===== config.mk =====
export PLATFORM = sky130hd
export DESIGN_NAME = json_string_escaper
export DESIGN_NICKNAME = d
export VERILOG_FILES = /design/src/rtl/jse_pkg.sv /design/src/rtl/jse_front.sv /design/src/rtl/jse_queue.sv /design/src/rtl/jse_back.sv /design/src/rtl/json_string_escaper.sv
export SDC_FILE = /design/constraint.sdc
export NUM_CORES = 1
export LEC_CHECK = 0
export BUFFER_PORTS_ARGS = -buffer_cell sky130_fd_sc_hd__buf_2
export CORE_MARGIN = 4
export CORE_UTILIZATION = 40
export CTS_CLUSTER_SIZE = 12
export DETAILED_ROUTE_END_ITERATION = 10
export GPL_ROUTABILITY_DRIVEN = 1
export HOLD_SLACK_MARGIN = 0.15
export PLACE_DENSITY = 0.57
export SYNTH_ARGS = -nofsm -noshare
export SYNTH_HDL_FRONTEND = slang
export SYNTH_SLANG_ARGS = --single-unit

===== constraint.sdc =====
create_clock -name clk_i -period 8 [get_ports clk_i]
set_clock_uncertainty 0.15 [all_clocks]
set_input_delay 0.8 -clock clk_i [delete_from_list [all_inputs] [get_ports clk_i]]
set_output_delay 0.8 -clock clk_i [all_outputs]
set_load 0.01 [all_outputs]

===== src/rtl/jse_pkg.sv =====
// Package for the JSON string escaper.
// Holds the burst type passed from front to back end, character codes
// and the hex digit helper. No dependencies.
package jse_pkg;

  // Queue between front and back end.
  localparam int unsigned QDepth = 2;
  localparam int unsigned QPtrW  = 1;
  localparam int unsigned QCntW  = 2;

  // Largest burst that one input byte can cause.
  localparam int unsigned MaxBurst = 8;

  // Held prefix codes.
  localparam logic [1:0] HeldNone = 2'd0;
  localparam logic [1:0] HeldE2   = 2'd1;
  localparam logic [1:0] HeldE280 = 2'd2;

  // Character codes.
  localparam logic [7:0] ChQuote  = 8'h22;
  localparam logic [7:0] ChBslash = 8'h5C;
  localparam logic [7:0] ChBs     = 8'h08;
  localparam logic [7:0] ChFf     = 8'h0C;
  localparam logic [7:0] ChLf     = 8'h0A;
  localparam logic [7:0] ChCr     = 8'h0D;
  localparam logic [7:0] ChTab    = 8'h09;
  localparam logic [7:0] ChSpace  = 8'h20;
  localparam logic [7:0] ChLowB   = 8'h62;
  localparam logic [7:0] ChLowF   = 8'h66;
  localparam logic [7:0] ChLowN   = 8'h6E;
  localparam logic [7:0] ChLowR   = 8'h72;
  localparam logic [7:0] ChLowT   = 8'h74;
  localparam logic [7:0] ChLowU   = 8'h75;
  localparam logic [7:0] ChZero   = 8'h30;
  localparam logic [7:0] ChTwo    = 8'h32;
  localparam logic [7:0] ChEight  = 8'h38;
  localparam logic [7:0] ChNine   = 8'h39;
  localparam logic [7:0] Utf8Lead = 8'hE2;
  localparam logic [7:0] Utf8Mid  = 8'h80;
  localparam logic [7:0] Utf8Ls   = 8'hA8;
  localparam logic [7:0] Utf8Ps   = 8'hA9;

  // One burst of output text caused by a single input byte.
  typedef struct packed {
    logic [MaxBurst-1:0][7:0] bytes;
    logic [3:0]               count;  // 1 to 8
    logic                     last;   // input had message_last set
  } burst_t;

  // Lowercase hex digit for one nibble.
  function automatic logic [7:0] hex_lc(input logic [3:0] nib);
    logic [7:0] r;
    if (nib < 4'd10) begin
      r = ChZero + {4'd0, nib};
    end else begin
      r = 8'h57 + {4'd0, nib};
    end
    return r;
  endfunction

endpackage


===== src/rtl/jse_front.sv =====
// Front end of the JSON string escaper: accepts raw bytes, tracks the
// held UTF-8 prefix and builds the burst of output bytes. Uses jse_pkg.
module jse_front (
  input  logic            clk_i,
  input  logic            rst_ni,
  input  logic            in_valid_i,
  output logic            in_stall_o,
  input  logic [7:0]      in_byte_i,
  input  logic            message_last_i,
  input  logic            q_full_i,
  output logic            push_o,
  output jse_pkg::burst_t burst_o
);
  import jse_pkg::*;

  logic [1:0] held_q, held_d;
  logic [1:0] h;
  logic       accept;
  logic [3:0] n;
  logic [MaxBurst-1:0][7:0] b;

  assign in_stall_o = q_full_i;
  assign accept     = in_valid_i && !q_full_i;

  // Classify the byte and lay out the bytes it causes.
  always_comb begin
    b      = '0;
    n      = 4'd0;
    h      = (held_q == HeldE2 || held_q == HeldE280) ? held_q : HeldNone;
    held_d = HeldNone;
    if (h == HeldE2 && in_byte_i == Utf8Mid) begin
      held_d = HeldE280;
    end else if (h == HeldE280 && (in_byte_i == Utf8Ls || in_byte_i == Utf8Ps)) begin
      b[n[2:0]] = ChBslash; n = n + 4'd1;
      b[n[2:0]] = ChLowU;   n = n + 4'd1;
      b[n[2:0]] = ChTwo;    n = n + 4'd1;
      b[n[2:0]] = ChZero;   n = n + 4'd1;
      b[n[2:0]] = ChTwo;    n = n + 4'd1;
      b[n[2:0]] = (in_byte_i == Utf8Ls) ? ChEight : ChNine;
      n = n + 4'd1;
    end else begin
      // The prefix is broken: held bytes go out raw first.
      if (h == HeldE2 || h == HeldE280) begin
        b[n[2:0]] = Utf8Lead; n = n + 4'd1;
      end
      if (h == HeldE280) begin
        b[n[2:0]] = Utf8Mid; n = n + 4'd1;
      end
      case (in_byte_i)
        ChQuote, ChBslash: begin
          b[n[2:0]] = ChBslash;  n = n + 4'd1;
          b[n[2:0]] = in_byte_i; n = n + 4'd1;
        end
        ChBs: begin
          b[n[2:0]] = ChBslash; n = n + 4'd1;
          b[n[2:0]] = ChLowB;   n = n + 4'd1;
        end
        ChFf: begin
          b[n[2:0]] = ChBslash; n = n + 4'd1;
          b[n[2:0]] = ChLowF;   n = n + 4'd1;
        end
        ChLf: begin
          b[n[2:0]] = ChBslash; n = n + 4'd1;
          b[n[2:0]] = ChLowN;   n = n + 4'd1;
        end
        ChCr: begin
          b[n[2:0]] = ChBslash; n = n + 4'd1;
          b[n[2:0]] = ChLowR;   n = n + 4'd1;
        end
        ChTab: begin
          b[n[2:0]] = ChBslash; n = n + 4'd1;
          b[n[2:0]] = ChLowT;   n = n + 4'd1;
        end
        default: begin
          if (in_byte_i < ChSpace) begin
            b[n[2:0]] = ChBslash;              n = n + 4'd1;
            b[n[2:0]] = ChLowU;                n = n + 4'd1;
            b[n[2:0]] = ChZero;                n = n + 4'd1;
            b[n[2:0]] = ChZero;                n = n + 4'd1;
            b[n[2:0]] = hex_lc(in_byte_i[7:4]); n = n + 4'd1;
            b[n[2:0]] = hex_lc(in_byte_i[3:0]); n = n + 4'd1;
          end else if (in_byte_i == Utf8Lead) begin
            held_d = HeldE2;
          end else begin
            b[n[2:0]] = in_byte_i; n = n + 4'd1;
          end
        end
      endcase
    end
    // At the end of the message anything still held goes out raw.
    if (message_last_i) begin
      if (held_d == HeldE2 || held_d == HeldE280) begin
        b[n[2:0]] = Utf8Lead; n = n + 4'd1;
      end
      if (held_d == HeldE280) begin
        b[n[2:0]] = Utf8Mid; n = n + 4'd1;
      end
      held_d = HeldNone;
    end
  end

  assign push_o        = accept && (n != 4'd0);
  assign burst_o.bytes = b;
  assign burst_o.count = n;
  assign burst_o.last  = message_last_i;

  // Held prefix state.
  always_ff @(posedge clk_i or negedge rst_ni) begin
    if (!rst_ni) begin
      held_q <= HeldNone;
    end else if (accept) begin
      held_q <= held_d;
    end
  end

endmodule


===== src/rtl/jse_queue.sv =====
// Short queue of bursts between the front and back end of the escaper.
// Uses jse_pkg for the burst type and depth.
module jse_queue (
  input  logic            clk_i,
  input  logic            rst_ni,
  input  logic            push_i,
  input  jse_pkg::burst_t push_data_i,
  input  logic            pop_i,
  output logic            full_o,
  output logic            empty_o,
  output jse_pkg::burst_t head_o
);
  import jse_pkg::*;

  burst_t             mem_q [QDepth];
  logic [QPtrW-1:0]   wr_q, rd_q;
  logic [QCntW-1:0]   cnt_q;

  assign full_o  = (cnt_q == QCntW'(QDepth));
  assign empty_o = (cnt_q == '0);
  assign head_o  = mem_q[rd_q];

  // Entry storage.
  always_ff @(posedge clk_i) begin
    if (push_i) begin
      mem_q[wr_q] <= push_data_i;
    end
  end

  // Pointers and fill count.
  always_ff @(posedge clk_i or negedge rst_ni) begin
    if (!rst_ni) begin
      wr_q  <= '0;
      rd_q  <= '0;
      cnt_q <= '0;
    end else begin
      if (push_i) begin
        wr_q <= wr_q + QPtrW'(1);
      end
      if (pop_i) begin
        rd_q <= rd_q + QPtrW'(1);
      end
      if (push_i && !pop_i) begin
        cnt_q <= cnt_q + QCntW'(1);
      end else if (pop_i && !push_i) begin
        cnt_q <= cnt_q - QCntW'(1);
      end
    end
  end

endmodule


===== src/rtl/jse_back.sv =====
// Back end of the escaper: steps through the head burst one byte per
// accepted output and pops it after its last byte. Uses jse_pkg.
module jse_back (
  input  logic            clk_i,
  input  logic            rst_ni,
  input  logic            empty_i,
  input  jse_pkg::burst_t head_i,
  output logic            pop_o,
  output logic            out_valid_o,
  input  logic            out_stall_i,
  output logic [7:0]      out_byte_o,
  output logic            run_last_o,
  output logic            message_end_o
);
  import jse_pkg::*;

  logic [2:0] idx_q, idx_d;
  logic       fire;
  logic       done;

  assign out_valid_o   = !empty_i;
  assign fire          = out_valid_o && !out_stall_i;
  assign done          = ({1'b0, idx_q} == (head_i.count - 4'd1));
  assign out_byte_o    = head_i.bytes[idx_q];
  assign run_last_o    = done;
  assign message_end_o = done && head_i.last;
  assign pop_o         = fire && done;

  // Byte index within the current burst.
  always_comb begin
    idx_d = idx_q;
    if (fire) begin
      idx_d = done ? 3'd0 : idx_q + 3'd1;
    end
  end

  always_ff @(posedge clk_i or negedge rst_ni) begin
    if (!rst_ni) begin
      idx_q <= 3'd0;
    end else begin
      idx_q <= idx_d;
    end
  end

endmodule


===== src/rtl/json_string_escaper.sv =====
// JSON string escaper top level: front end, burst queue, back end.
// An accepted byte that causes output is queued, then shown from the head.
// Throughput: one input byte per cycle while each causes one output byte and
// output is not stalled; a longer burst holds the back end until it is all
// taken, then the two-entry queue fills and stalls input. Reset clears the
// held prefix, the queue and the byte index. Depends on jse_pkg.
module json_string_escaper (
  input  logic       clk_i,
  input  logic       rst_ni,
  input  logic       in_valid_i,
  output logic       in_stall_o,
  input  logic [7:0] in_byte_i,
  input  logic       message_last_i,
  output logic       out_valid_o,
  input  logic       out_stall_i,
  output logic [7:0] out_byte_o,
  output logic       run_last_o,
  output logic       message_end_o
);
  import jse_pkg::*;

  logic   q_full, q_empty, push, pop;
  burst_t burst, head;

  jse_front u_front (
    .clk_i          (clk_i),
    .rst_ni         (rst_ni),
    .in_valid_i     (in_valid_i),
    .in_stall_o     (in_stall_o),
    .in_byte_i      (in_byte_i),
    .message_last_i (message_last_i),
    .q_full_i       (q_full),
    .push_o         (push),
    .burst_o        (burst)
  );

  jse_queue u_queue (
    .clk_i       (clk_i),
    .rst_ni      (rst_ni),
    .push_i      (push),
    .push_data_i (burst),
    .pop_i       (pop),
    .full_o      (q_full),
    .empty_o     (q_empty),
    .head_o      (head)
  );

  jse_back u_back (
    .clk_i         (clk_i),
    .rst_ni        (rst_ni),
    .empty_i       (q_empty),
    .head_i        (head),
    .pop_o         (pop),
    .out_valid_o   (out_valid_o),
    .out_stall_i   (out_stall_i),
    .out_byte_o    (out_byte_o),
    .run_last_o    (run_last_o),
    .message_end_o (message_end_o)
  );

endmodule

Word level (Yosys, flattened, before mapping)
Memory sizes are Yosys's and may differ from the RTL's.
Index checks and enable logic that the tools add are counted.
{ "word_totals": {"ff_bits": 9, "mem_bits_rw": 138, "inputBits": 13, "output_inout_bits": 12, "elab_cells": 212, "n_memories": 1} }
{ "memory_table": {"columns": ["memory", "depth", "width", "read_ports", "rd_ports_with_merged_regs", "write_ports", "line", "rtl"], "rows": [
  ["u_queue.mem_q", 2, 69, 1, 0, 1, "jse_queue.sv:15", "burst_t mem_q [QDepth];"]
]} }
{ "op_classes": {"add_sub_neg": 19, "n_lt_le_gt_ge": 22, "n_eq_ne": 19, "mux": 78, "n_bitwise": 36, "n_reduce_logical": 32} }
{ "ops": {"columns": ["operator", "count"], "rows": [
  ["2-to-1 mux 64 bit", 10],
  ["case mux 64 bit (6 select lines)", 1],
  ["bitwise mux 64 bit", 4],
  ["demux 8 bit (select 3 bit)", 9],
  ["2-to-1 mux 8 bit", 23],
  ["bitwise AND 32 bit", 5],
  ["inverter 32 bit", 5],
  ["OR 32 bit", 5],
  ["inverter 56 bit", 2],
  ["bitwise AND 48 bit", 2],
  ["inverter 48 bit", 2],
  ["OR 40 bit", 2],
  ["bitwise AND 56 bit", 1],
  ["bitwise AND 7 x 56 -> 56 bit", 1],
  ["2-to-1 mux 4 bit", 14],
  ["bitwise AND 24 bit", 2],
  ["2-to-1 mux 48 bit", 1],
  ["inverter 24 bit", 2],
  ["bitwise AND 40 bit", 1],
  ["== test 8 x 4 -> 1 bit, second input constant", 5],
  ["< comparator 3 x 4 -> 1 bit, second input constant", 10],
  ["inverter 40 bit", 1],
  ["adder 4 x 1 -> 4 bit, second input constant", 9],
  ["== test 8 bit, second input constant", 4],
  ["32 further kinds", 85]
]} }

Longest topological paths before layout
Gate-level depths: netlist (run 1).
{ "depth": {"ltp_word": 34, "depth_mapped": 19, "ltp_nobuf": 16} }

Hierarchy
From an unflattened synthesis (run 1), not the netlist that was laid out.
{ "hier_totals": {"cells_unflattened": 694, "hier_area_um2": 8795.9} }
{ "by_module_without_submodules": {"columns": ["mod", "instances", "cells_per_inst", "area_per_inst_um2", "seq_area_each_um2"], "rows": [
  ["jse_queue", 1, 231, 5517.8, 4244.1],
  ["jse_front", 1, 408, 2474.9, 50.0],
  ["jse_back", 1, 55, 803.3, 75.1]
]} }

Least setup slack after synthesis (run 1)
No wires, ideal clock.
{ "synth_path": {"kind": "in2reg", "from": "in in_byte_i[1]", "to": "mem u_queue.mem_q[0][0] in the netlist's numbering, enable pin", "setup_ns": 0.505, "t_arrival_ns": 6.490, "t_required_ns": 7.345, "path_slack_ns": 0.856, "cell_stages": 15, "path_cell_list": "clkbuf_1 -> inv_1 -> ha_1 -> buf_2 -> o31a_1 -> buf_4 -> nor4b_4 -> xnor2_1 -> and2_1 -> ha_1 -> nand3_1 -> nor2_1 -> a311o_1 -> o31a_1 -> nor2b_1"} }
{ "synth_via": {"elab_chain_len": 17, "word_cells_on_any_way": 39, "cone_classes": "add/sub (2); order compare (1); eq/ne (13); mux (16); reduce/logical (7)"} }
{ "synth_lines": {"columns": ["element", "line", "rtl"], "rows": [
  ["start, declared", "json_string_escaper.sv:12", "input logic [7:0] in_byte_i,"],
  ["parallel branches: the longest is 12 deep, another holds < comparator 8 x 6 -> 1 bit", null, null],
  ["2-to-1 mux 4 bit *", "jse_front.sv:91", "if (message_last_i) begin"],
  ["nonzero test 4 bit *", "jse_front.sv:102", "assign push_o = accept && (n != 4'd0);"],
  ["logical AND 1 bit *", "jse_front.sv:102", null],
  ["named net push", "json_string_escaper.sv:22", "logic q_full, q_empty, push, pop;"],
  ["2-to-1 mux 1 bit *", "jse_queue.sv:25", "if (push_i) begin"],
  ["2-to-1 mux 1 bit (implied by the code) *", "jse_queue.sv:26", "mem_q[wr_q] <= push_data_i;"],
  ["end, declared", "jse_queue.sv:15", null]
]} }
Mark *: on every way through the listed nets, which the timed path passes. The select of a mux whose other input is x is not followed.

Final worst setup path (run 1)
{ "layout_path": {"from": "reg u_front.held_q[1]", "to": "mem u_queue.mem_q[1][47] in the netlist's numbering, enable pin"} }
{ "layout_via": {"elab_chain_len": 32, "word_cells_on_any_way": 42, "cone_classes": "add/sub (9); eq/ne (6); mux (20); reduce/logical (7)"} }
{ "layout_lines": {"columns": ["element", "line", "rtl"], "rows": [
  ["start, declared", "jse_front.sv:16", "logic [1:0] held_q, held_d;"],
  ["start signal, assigned", "jse_front.sv:110", "held_q <= HeldNone;"],
  ["start signal, assigned", "jse_front.sv:112", "held_q <= held_d;"],
  ["== test 2 x 1 -> 1 bit or == test 2 bit (tied branches)", "jse_front.sv:29", "h = (held_q == HeldE2 || held_q == HeldE280) ? held_q : HeldNone;"],
  ["logical OR 1 bit", "jse_front.sv:29", null],
  ["2-to-1 mux 2 bit *", "jse_front.sv:29", null],
  ["== test 2 x 1 -> 1 bit or == test 2 bit (tied branches)", null, null],
  ["logical OR 1 bit", "jse_front.sv:43", "if (h == HeldE2 || h == HeldE280) begin"],
  ["2-to-1 mux 1 bit", "jse_front.sv:43", null],
  ["2-to-1 mux 4 bit", "jse_front.sv:33", "end else if (h == HeldE280 && (in_byte_i == Utf8Ls || in_byte_i == Utf8Ps)) begin"],
  ["2-to-1 mux 4 bit", "jse_front.sv:31", "if (h == HeldE2 && in_byte_i == Utf8Mid) begin"],
  ["[17 not listed]", null, null],
  ["adder 4 x 1 -> 4 bit", "jse_front.sv:96", "b[n[2:0]] = Utf8Mid; n = n + 4'd1;"],
  ["2-to-1 mux 4 bit", "jse_front.sv:95", "if (held_d == HeldE280) begin"],
  ["2-to-1 mux 4 bit *", "jse_front.sv:91", null],
  ["nonzero test 4 bit *", "jse_front.sv:102", null],
  ["logical AND 1 bit *", "jse_front.sv:102", null],
  ["named net push", "json_string_escaper.sv:22", null],
  ["2-to-1 mux 1 bit *", "jse_queue.sv:25", null],
  ["2-to-1 mux 1 bit (implied by the code) *", "jse_queue.sv:26", null]
]} }
Mark *: on every way through the listed nets, which the timed path passes. The rest lies on a longest branch. The select of a mux whose other input is x is not followed.

==> flow_summary.json, run 1 <==
{
  "status": "complete, no violations",
  "synth_edf_count": 138,
  "clockRootBuffer": "clkbuf_16",
  "cp.arrival_ps": 5200,
  "ys.flop_type": "edfxtp_1",
  "fin_nets": 686,
  "slowest_stage": "ha_1",
  "n_antenna_cell": 0,
  "ys_ff_latch": 147,
  "max_freq_ghz": 0.188,
  "vias": 5762,
  "syn_area_per_cell_um2": 12.3,
  "drc": 0,
  "hpwl_mm": 15.2,
  "finalSetupTns_ps": 0,
  "wl_mm": 22.4,
  "antenna_found_initial": 0,
  "rows": 51,
  "hold_path_class": "flop to flop",
  "worstPathCellList": "inv_1 -> ha_1 -> inv_1 -> nor2_1 -> and3_1 -> nor2_1 -> and2_1 -> ha_1 -> nand3_1 -> nor2_1 -> a311o_1 -> o31a_1 -> and2_2 -> buf_4",
  "io_buffers": 24,
  "min_period_ps": 5310,
  "yosysWarnings": 0,
  "die-area_um2": 22100,
  "gp_congestion": 0.963,
  "crit_required_ps": 7890,
  "ant_nets": 0,
  "end_kind": "flop",
  "syn_area_um2": 7930,
  "grtUsageTotal": 0.207,
  "placed_area_um2": 8300,
  "cts_max_path_buffers": 2,
  "ff2ff_path_depth": 14,
  "synth-async-reset-ratio": 0.0612,
  "via_per_inst": 6.16,
  "grt_pass1_wl_mm": 34.2,
  "cts_buffers": 17,
  "cpPeakStageDelay_ps": 660,
  "h-tree-depth": 4,
  "slew_viol_final": 0,
  "cellPowerDensity_nw_per_um2": 300,
  "cts.repair.resized": 0,
  "insertion_delay_ps": 420,
  "max_cap_viol_count": 0,
  "fin_util": 0.458,
  "area_growth_pct": 12.5,
  "drt-initial-drc-count": 805,
  "min_period_over_period": 0.664,
  "gr-total-overflow": 0,
  "whs_ps": 388,
  "die_w_um": 149,
  "ys_types": 62,
  "worst_path_most_repeated_cell": "nor2_1",
  "cts.sinks": 147,
  "power.leakage_uw": 0.00307,
  "slew_headroom": 0.344,
  "synth_cells": 645,
  "dieHeight_um": 149,
  "wl_per_cell_um": 24.0,
  "yosysSeqAreaShare": 0.551,
  "cp_max_fo": 57,
  "ios": 25,
  "drive_gt1_frac": 0.178,
  "cts_setup_buffers": 0,
  "cts_tree": "done",
  "coreArea_um2": 19500,
  "cp-start-kind": "flop",
  "peakVddDrop_uv": 148,
  "clk_pin_slew_worst_paths_ps": 60,
  "path_class": "flop to flop",
  "grt_pass1_vias": 5502,
  "finalSetupViolCount": 0,
  "rsz0062_at_grt": "no",
  "finish.instance_area_um2": 8920,
  "hold_viol_final": 0,
  "grt_max_degree": 70,
  "fin_cells": 935,
  "hold_depth": 1,
  "start_util": 0.407,
  "drtPass1Iterations": 5,
  "postCtsHoldBufs": 1,
  "tightest_slew_ps": 974,
  "dpl.cell_count": 902
}
-- cell families (layout without fill, tap and decap cells) --
| group | count (synthesis) | in the layout | share of synthesized area |
|---|---|---|---|
| other | 1 | 4 | 0.000473 |
| AO/OA/AOI/OAI | 170 | 170 | 0.138 |
| buffers and inverters | 64 | 86 | 0.0322 |
| multiplexers | 50 | 50 | 0.127 |
| XOR/XNOR | 11 | 11 | 0.0122 |
| adder cells (fa/ha/maj) | 16 | 16 | 0.0252 |
| AND/OR/NAND/NOR | 186 | 186 | 0.114 |
| flip-flops | 147 | 147 | 0.551 |
-- sequential cells by signal, indices dropped and copies added, names as in the netlist --
name,count
u_front.held_q,2
u_queue.mem_q,138
u_queue.cnt_q,2
u_queue.rd_q,1
u_queue.wr_q,1
u_back.idx_q,3
-- critical path: cells and delay by family (launching register included) --
kind / cells / cell delay [ps]
buffers and inverters: 3 / 1070
and+or+nand+nor: 7 / 1790
DFF: 1 / 410
AOI/OAI and AO/OA: 2 / 370
adders and majority gates: 2 / 1030
-- layout by cell type, fill, tap and decap left out, drive strengths merged, types with 4 or more instances in the layout --
master and count:
o22ai 13, o21ai 49, and3 5, ha 16, conb 4, xnor2 8
and2 6, a31oi 8, nor2b 6, a211oi 6, a21oi 35, mux2i 9
nand3 11, clkinv 6, a22oi 15, a221oi 5, nor2 58, inv 19
nor3b 5, nand2 60, nand2b 7, nor3 8, dfrtp 9, mux4 40
nand4 4, clkbuf 18, o311ai 4, nor4 4, edfxtp 138, o31ai 6
buf 37
-- power breakdown --
group	switching, uW	internal [uW]
logic	388	353
registers	79.2	1040
clock network	321	495
-- path summary, 6_finish.rpt --
path                              startpoint                    to  slack, ps
max                        u_front.held_q[1]  u_queue.mem_q[1][47]       2690
min                             u_queue.wr_q          u_queue.wr_q        390
max reg2reg                u_front.held_q[1]  u_queue.mem_q[1][47]       2690
min reg2reg                     u_queue.wr_q          u_queue.wr_q        390
max in group asynchronous             rst_ni          u_queue.rd_q       6890
min in group asynchronous             rst_ni       u_back.idx_q[0]        610
-- through the flow --
stage          power (uW)  setup slack [ps]
2_1_floorplan        1670               856
3_3_place_gp         1860              2550
3_5_place_dp         1890              2360
4_1_cts              2710              2800
5_1_grt              2800              2400
6_report             2670              2690
-- cell usage after synthesis, types with 8 or more instances --
| master | n | area, um2 |
|---|---|---|
| a21oi_1 | 35 | 175 |
| a22oi_1 | 15 | 113 |
| a31oi_1 | 8 | 50.1 |
| buf_2 | 9 | 45.0 |
| clkbuf_1 | 35 | 131 |
| dfrtp_1 | 9 | 225 |
| edfxtp_1 | 138 | 4140 |
| ha_1 | 16 | 200 |
| inv_1 | 15 | 56.3 |
| mux2i_1 | 9 | 90.1 |
| mux4_2 | 40 | 901 |
| nand2_1 | 60 | 225 |
| nand3_1 | 11 | 55.1 |
| nor2_1 | 58 | 218 |
| nor3_1 | 8 | 40.0 |
| o21ai_0 | 48 | 240 |
| o22ai_1 | 13 | 81.3 |
| xnor2_1 | 8 | 70.1 |
-- routing by layer --
layer / part of all wire / vias to the layer above / global-route usage
met5: 0 / - / 0
met4: 0.029 / 0 / 0.0751
met3: 0.071 / 46 / 0.0380
met2: 0.46 / 293 / 0.311
met1: 0.44 / 2873 / 0.304
li1: - / 2550 / -
-- final cells by class --
type	instances	area, um2
inverter	16	60.1
tap	265	332
clock inverter	14	178
clock buffer	18	429
fill	1752	10500
timing repair buffer	38	228
sequential	147	4370
multi-input combinational	437	3320
Power figures use the tool's default switching activity.
==> inputs of run 2 (changes only) <==
- PLACE_DENSITY: 0.57 -> 0.59
- clock period: 8 -> 4.5 ns (I/O delays scaled with it)
==> run 2 against run 1 <==
Against the previous run: hold slack got worse by 160 ps; combinational power rose by 77%; largest cell class unchanged; clock power rose by 67%; flip-flop and latch count did not move; core utilization rose by 1.5 points; sequential share of layout area fell by 1.6 points; critical path type is now primary input to flop; non-clock buffer count rose by 37; total power rose by 76%; via count rose by 3.1%.
==> flow_summary.json, run 2 (synthesized netlist as in run 1, its figures left out) <==
{
  "hold_viol_final": 0,
  "die_w_um": 149,
  "hold_path_class": "primary input to flop",
  "cts_tree": "done",
  "drt-initial-drc-count": 793,
  "fin_cells": 972,
  "cp_max_fo": 35,
  "drc": 0,
  "min_period_ps": 4090,
  "timing.critical_path.buf_inv": 3,
  "postCtsHoldBufs": 1,
  "cpLargestDelayFamily": "simple AND/OR/NAND/NOR gates",
  "power.leakage_uw": 0.00325,
  "ff2ff_path_depth": 14,
  "seq_power_share": 0.432,
  "dieHeight_um": 149,
  "grtUsageTotal": 0.214,
  "power.switching_uw": 1420,
  "layout_common_cells": "edfxtp_1, nand2_1, nor2_1",
  "switching_share": 0.301,
  "wl_per_cell_um": 23.7,
  "crit_required_ps": 4450,
  "tightest_slew_ps": 816,
  "vias": 5942,
  "power.internal_uw": 3290,
  "min-delay-start": "out_stall_i",
  "hpwl_mm": 16.6,
  "worstPathCellList": "buf_2 -> inv_1 -> ha_1 -> o31a_1 -> nor4b_4 -> xnor2_1 -> and2_4 -> ha_4 -> nand3_1 -> nor2_1 -> a311o_1 -> o31a_1 -> nor2b_4 -> buf_12",
  "grt_max_degree": 60,
  "fin_nets": 723,
  "finalSetupTns_ps": 0,
  "cp-start-kind": "primary input",
  "cts_buffers": 17,
  "pre_cts_ws_ps": 43.9,
  "reg2reg_from": "u_front.held_q[1]",
  "wl_mm": 23.1,
  "rows": 51,
  "slowest_stage": "nor2b_4",
  "n_antenna_cell": 0,
  "insertion_delay_ps": 420,
  "ios": 25,
  "coreArea_um2": 19500,
  "p_comb_frac": 0.278,
  "largest_register_ffs": 138,
  "end_kind": "flop",
  "pwr-share-clk": 0.290,
  "largest_register": "u_queue.mem_q",
  "via_per_inst": 6.11,
  "start_util": 0.407,
  "final_common_cell": "edfxtp_1",
  "finish.instance_area_um2": 9210,
  "io_buffers": 24,
  "cp.arrival_ps": 4040,
  "fin_util": 0.473,
  "cts.repair.resized": 0,
  "path_class": "primary input to flop",
  "hold_depth": 4,
  "clk_pin_slew_worst_paths_ps": 70,
  "die-area_um2": 22100,
  "drive_gt1_frac": 0.226,
  "cts_setup_buffers": 0,
  "worst-path-stages": 14,
  "cts_max_path_buffers": 2,
  "placed_area_um2": 8620,
  "finalSetupViolCount": 0,
  "drtPass1Iterations": 5,
  "cellPowerDensity_nw_per_um2": 511,
  "peakVddDrop_uv": 257,
  "setup_ws_ps": 413,
  "dpl.cell_count": 939,
  "h-tree-depth": 4,
  "grt_pass1_vias": 5941,
  "max_freq_ghz": 0.245,
  "max_cap_viol_count": 0,
  "reg_top3": "u_queue.mem_q: 138 flops, u_back.idx_q: 3 flops",
  "slew_headroom": 0.454,
  "min_period_over_period": 0.908,
  "gp_congestion": 0.945,
  "cp-startpoint": "in_byte_i[1]",
  "slew_viol_final": 0,
  "rsz0062_at_grt": "no",
  "clockRootBuffer": "clkbuf_16",
  "cts.sinks": 147,
  "gr-total-overflow": 0,
  "grt_pass1_wl_mm": 35.8,
  "ant_nets": 0,
  "status": "complete, no violations",
  "area_growth_pct": 16.2,
  "cpPeakStageDelay_ps": 640,
  "antenna_found_initial": 0,
  "worst_path_most_repeated_cell": "o31a_1"
}
run 2: tightest hold or removal path, stage by stage:
cell     delay (ps)
buf_2            80
nor2b_1          70
nand2_1          80
o21ai_0          70
run 2: final timing paths:
kind,end,slack (ps)
min in group asynchronous,u_queue.cnt_q[1],270
max reg2reg,u_queue.mem_q[0][54],460
max,u_queue.mem_q[0][54],410
max in group asynchronous,u_queue.rd_q,3730
min,u_back.idx_q[0],230
min reg2reg,u_queue.wr_q,400
run 2: metal layers:
layer  share of wire  track usage  wire (um)
met5               0            0          0
met4           0.034       0.0778        782
met3           0.072       0.0410       1660
met2            0.46        0.325      10500
met1            0.44        0.310      10100
run 2: layout make-up:
type / instances / area, um2
Tap cell: 265 / 332
Multi-Input combinational cell: 437 / 3340
Inverter: 16 / 60.1
Clock buffer: 17 / 425
Sequential cell: 147 / 4370
Clock inverter: 15 / 155
Fill cell: 1753 / 10200
Timing Repair Buffer: 75 / 531
run 2: power by group through the flow:
| stage | combinational (uW) | clock [uW] | sequential, uW |
|---|---|---|---|
| after detailed placement | 1320 | 0 | 2070 |
| after CTS | 1330 | 1390 | 2050 |
| after global placement | 1300 | 0 | 2050 |
| after global routing | 1430 | 1450 | 2070 |
| final | 1310 | 1360 | 2040 |
| after floorplan | 1020 | 0 | 1930 |
run 2: stage by stage:
step / power (uW) / hold slack [ps]
after floorplan: 2950 / 4.41
after global routing: 4950 / 241
after CTS: 4770 / 206
after global placement: 3350 / 168
after detailed placement: 3400 / 170
final: 4710 / 225
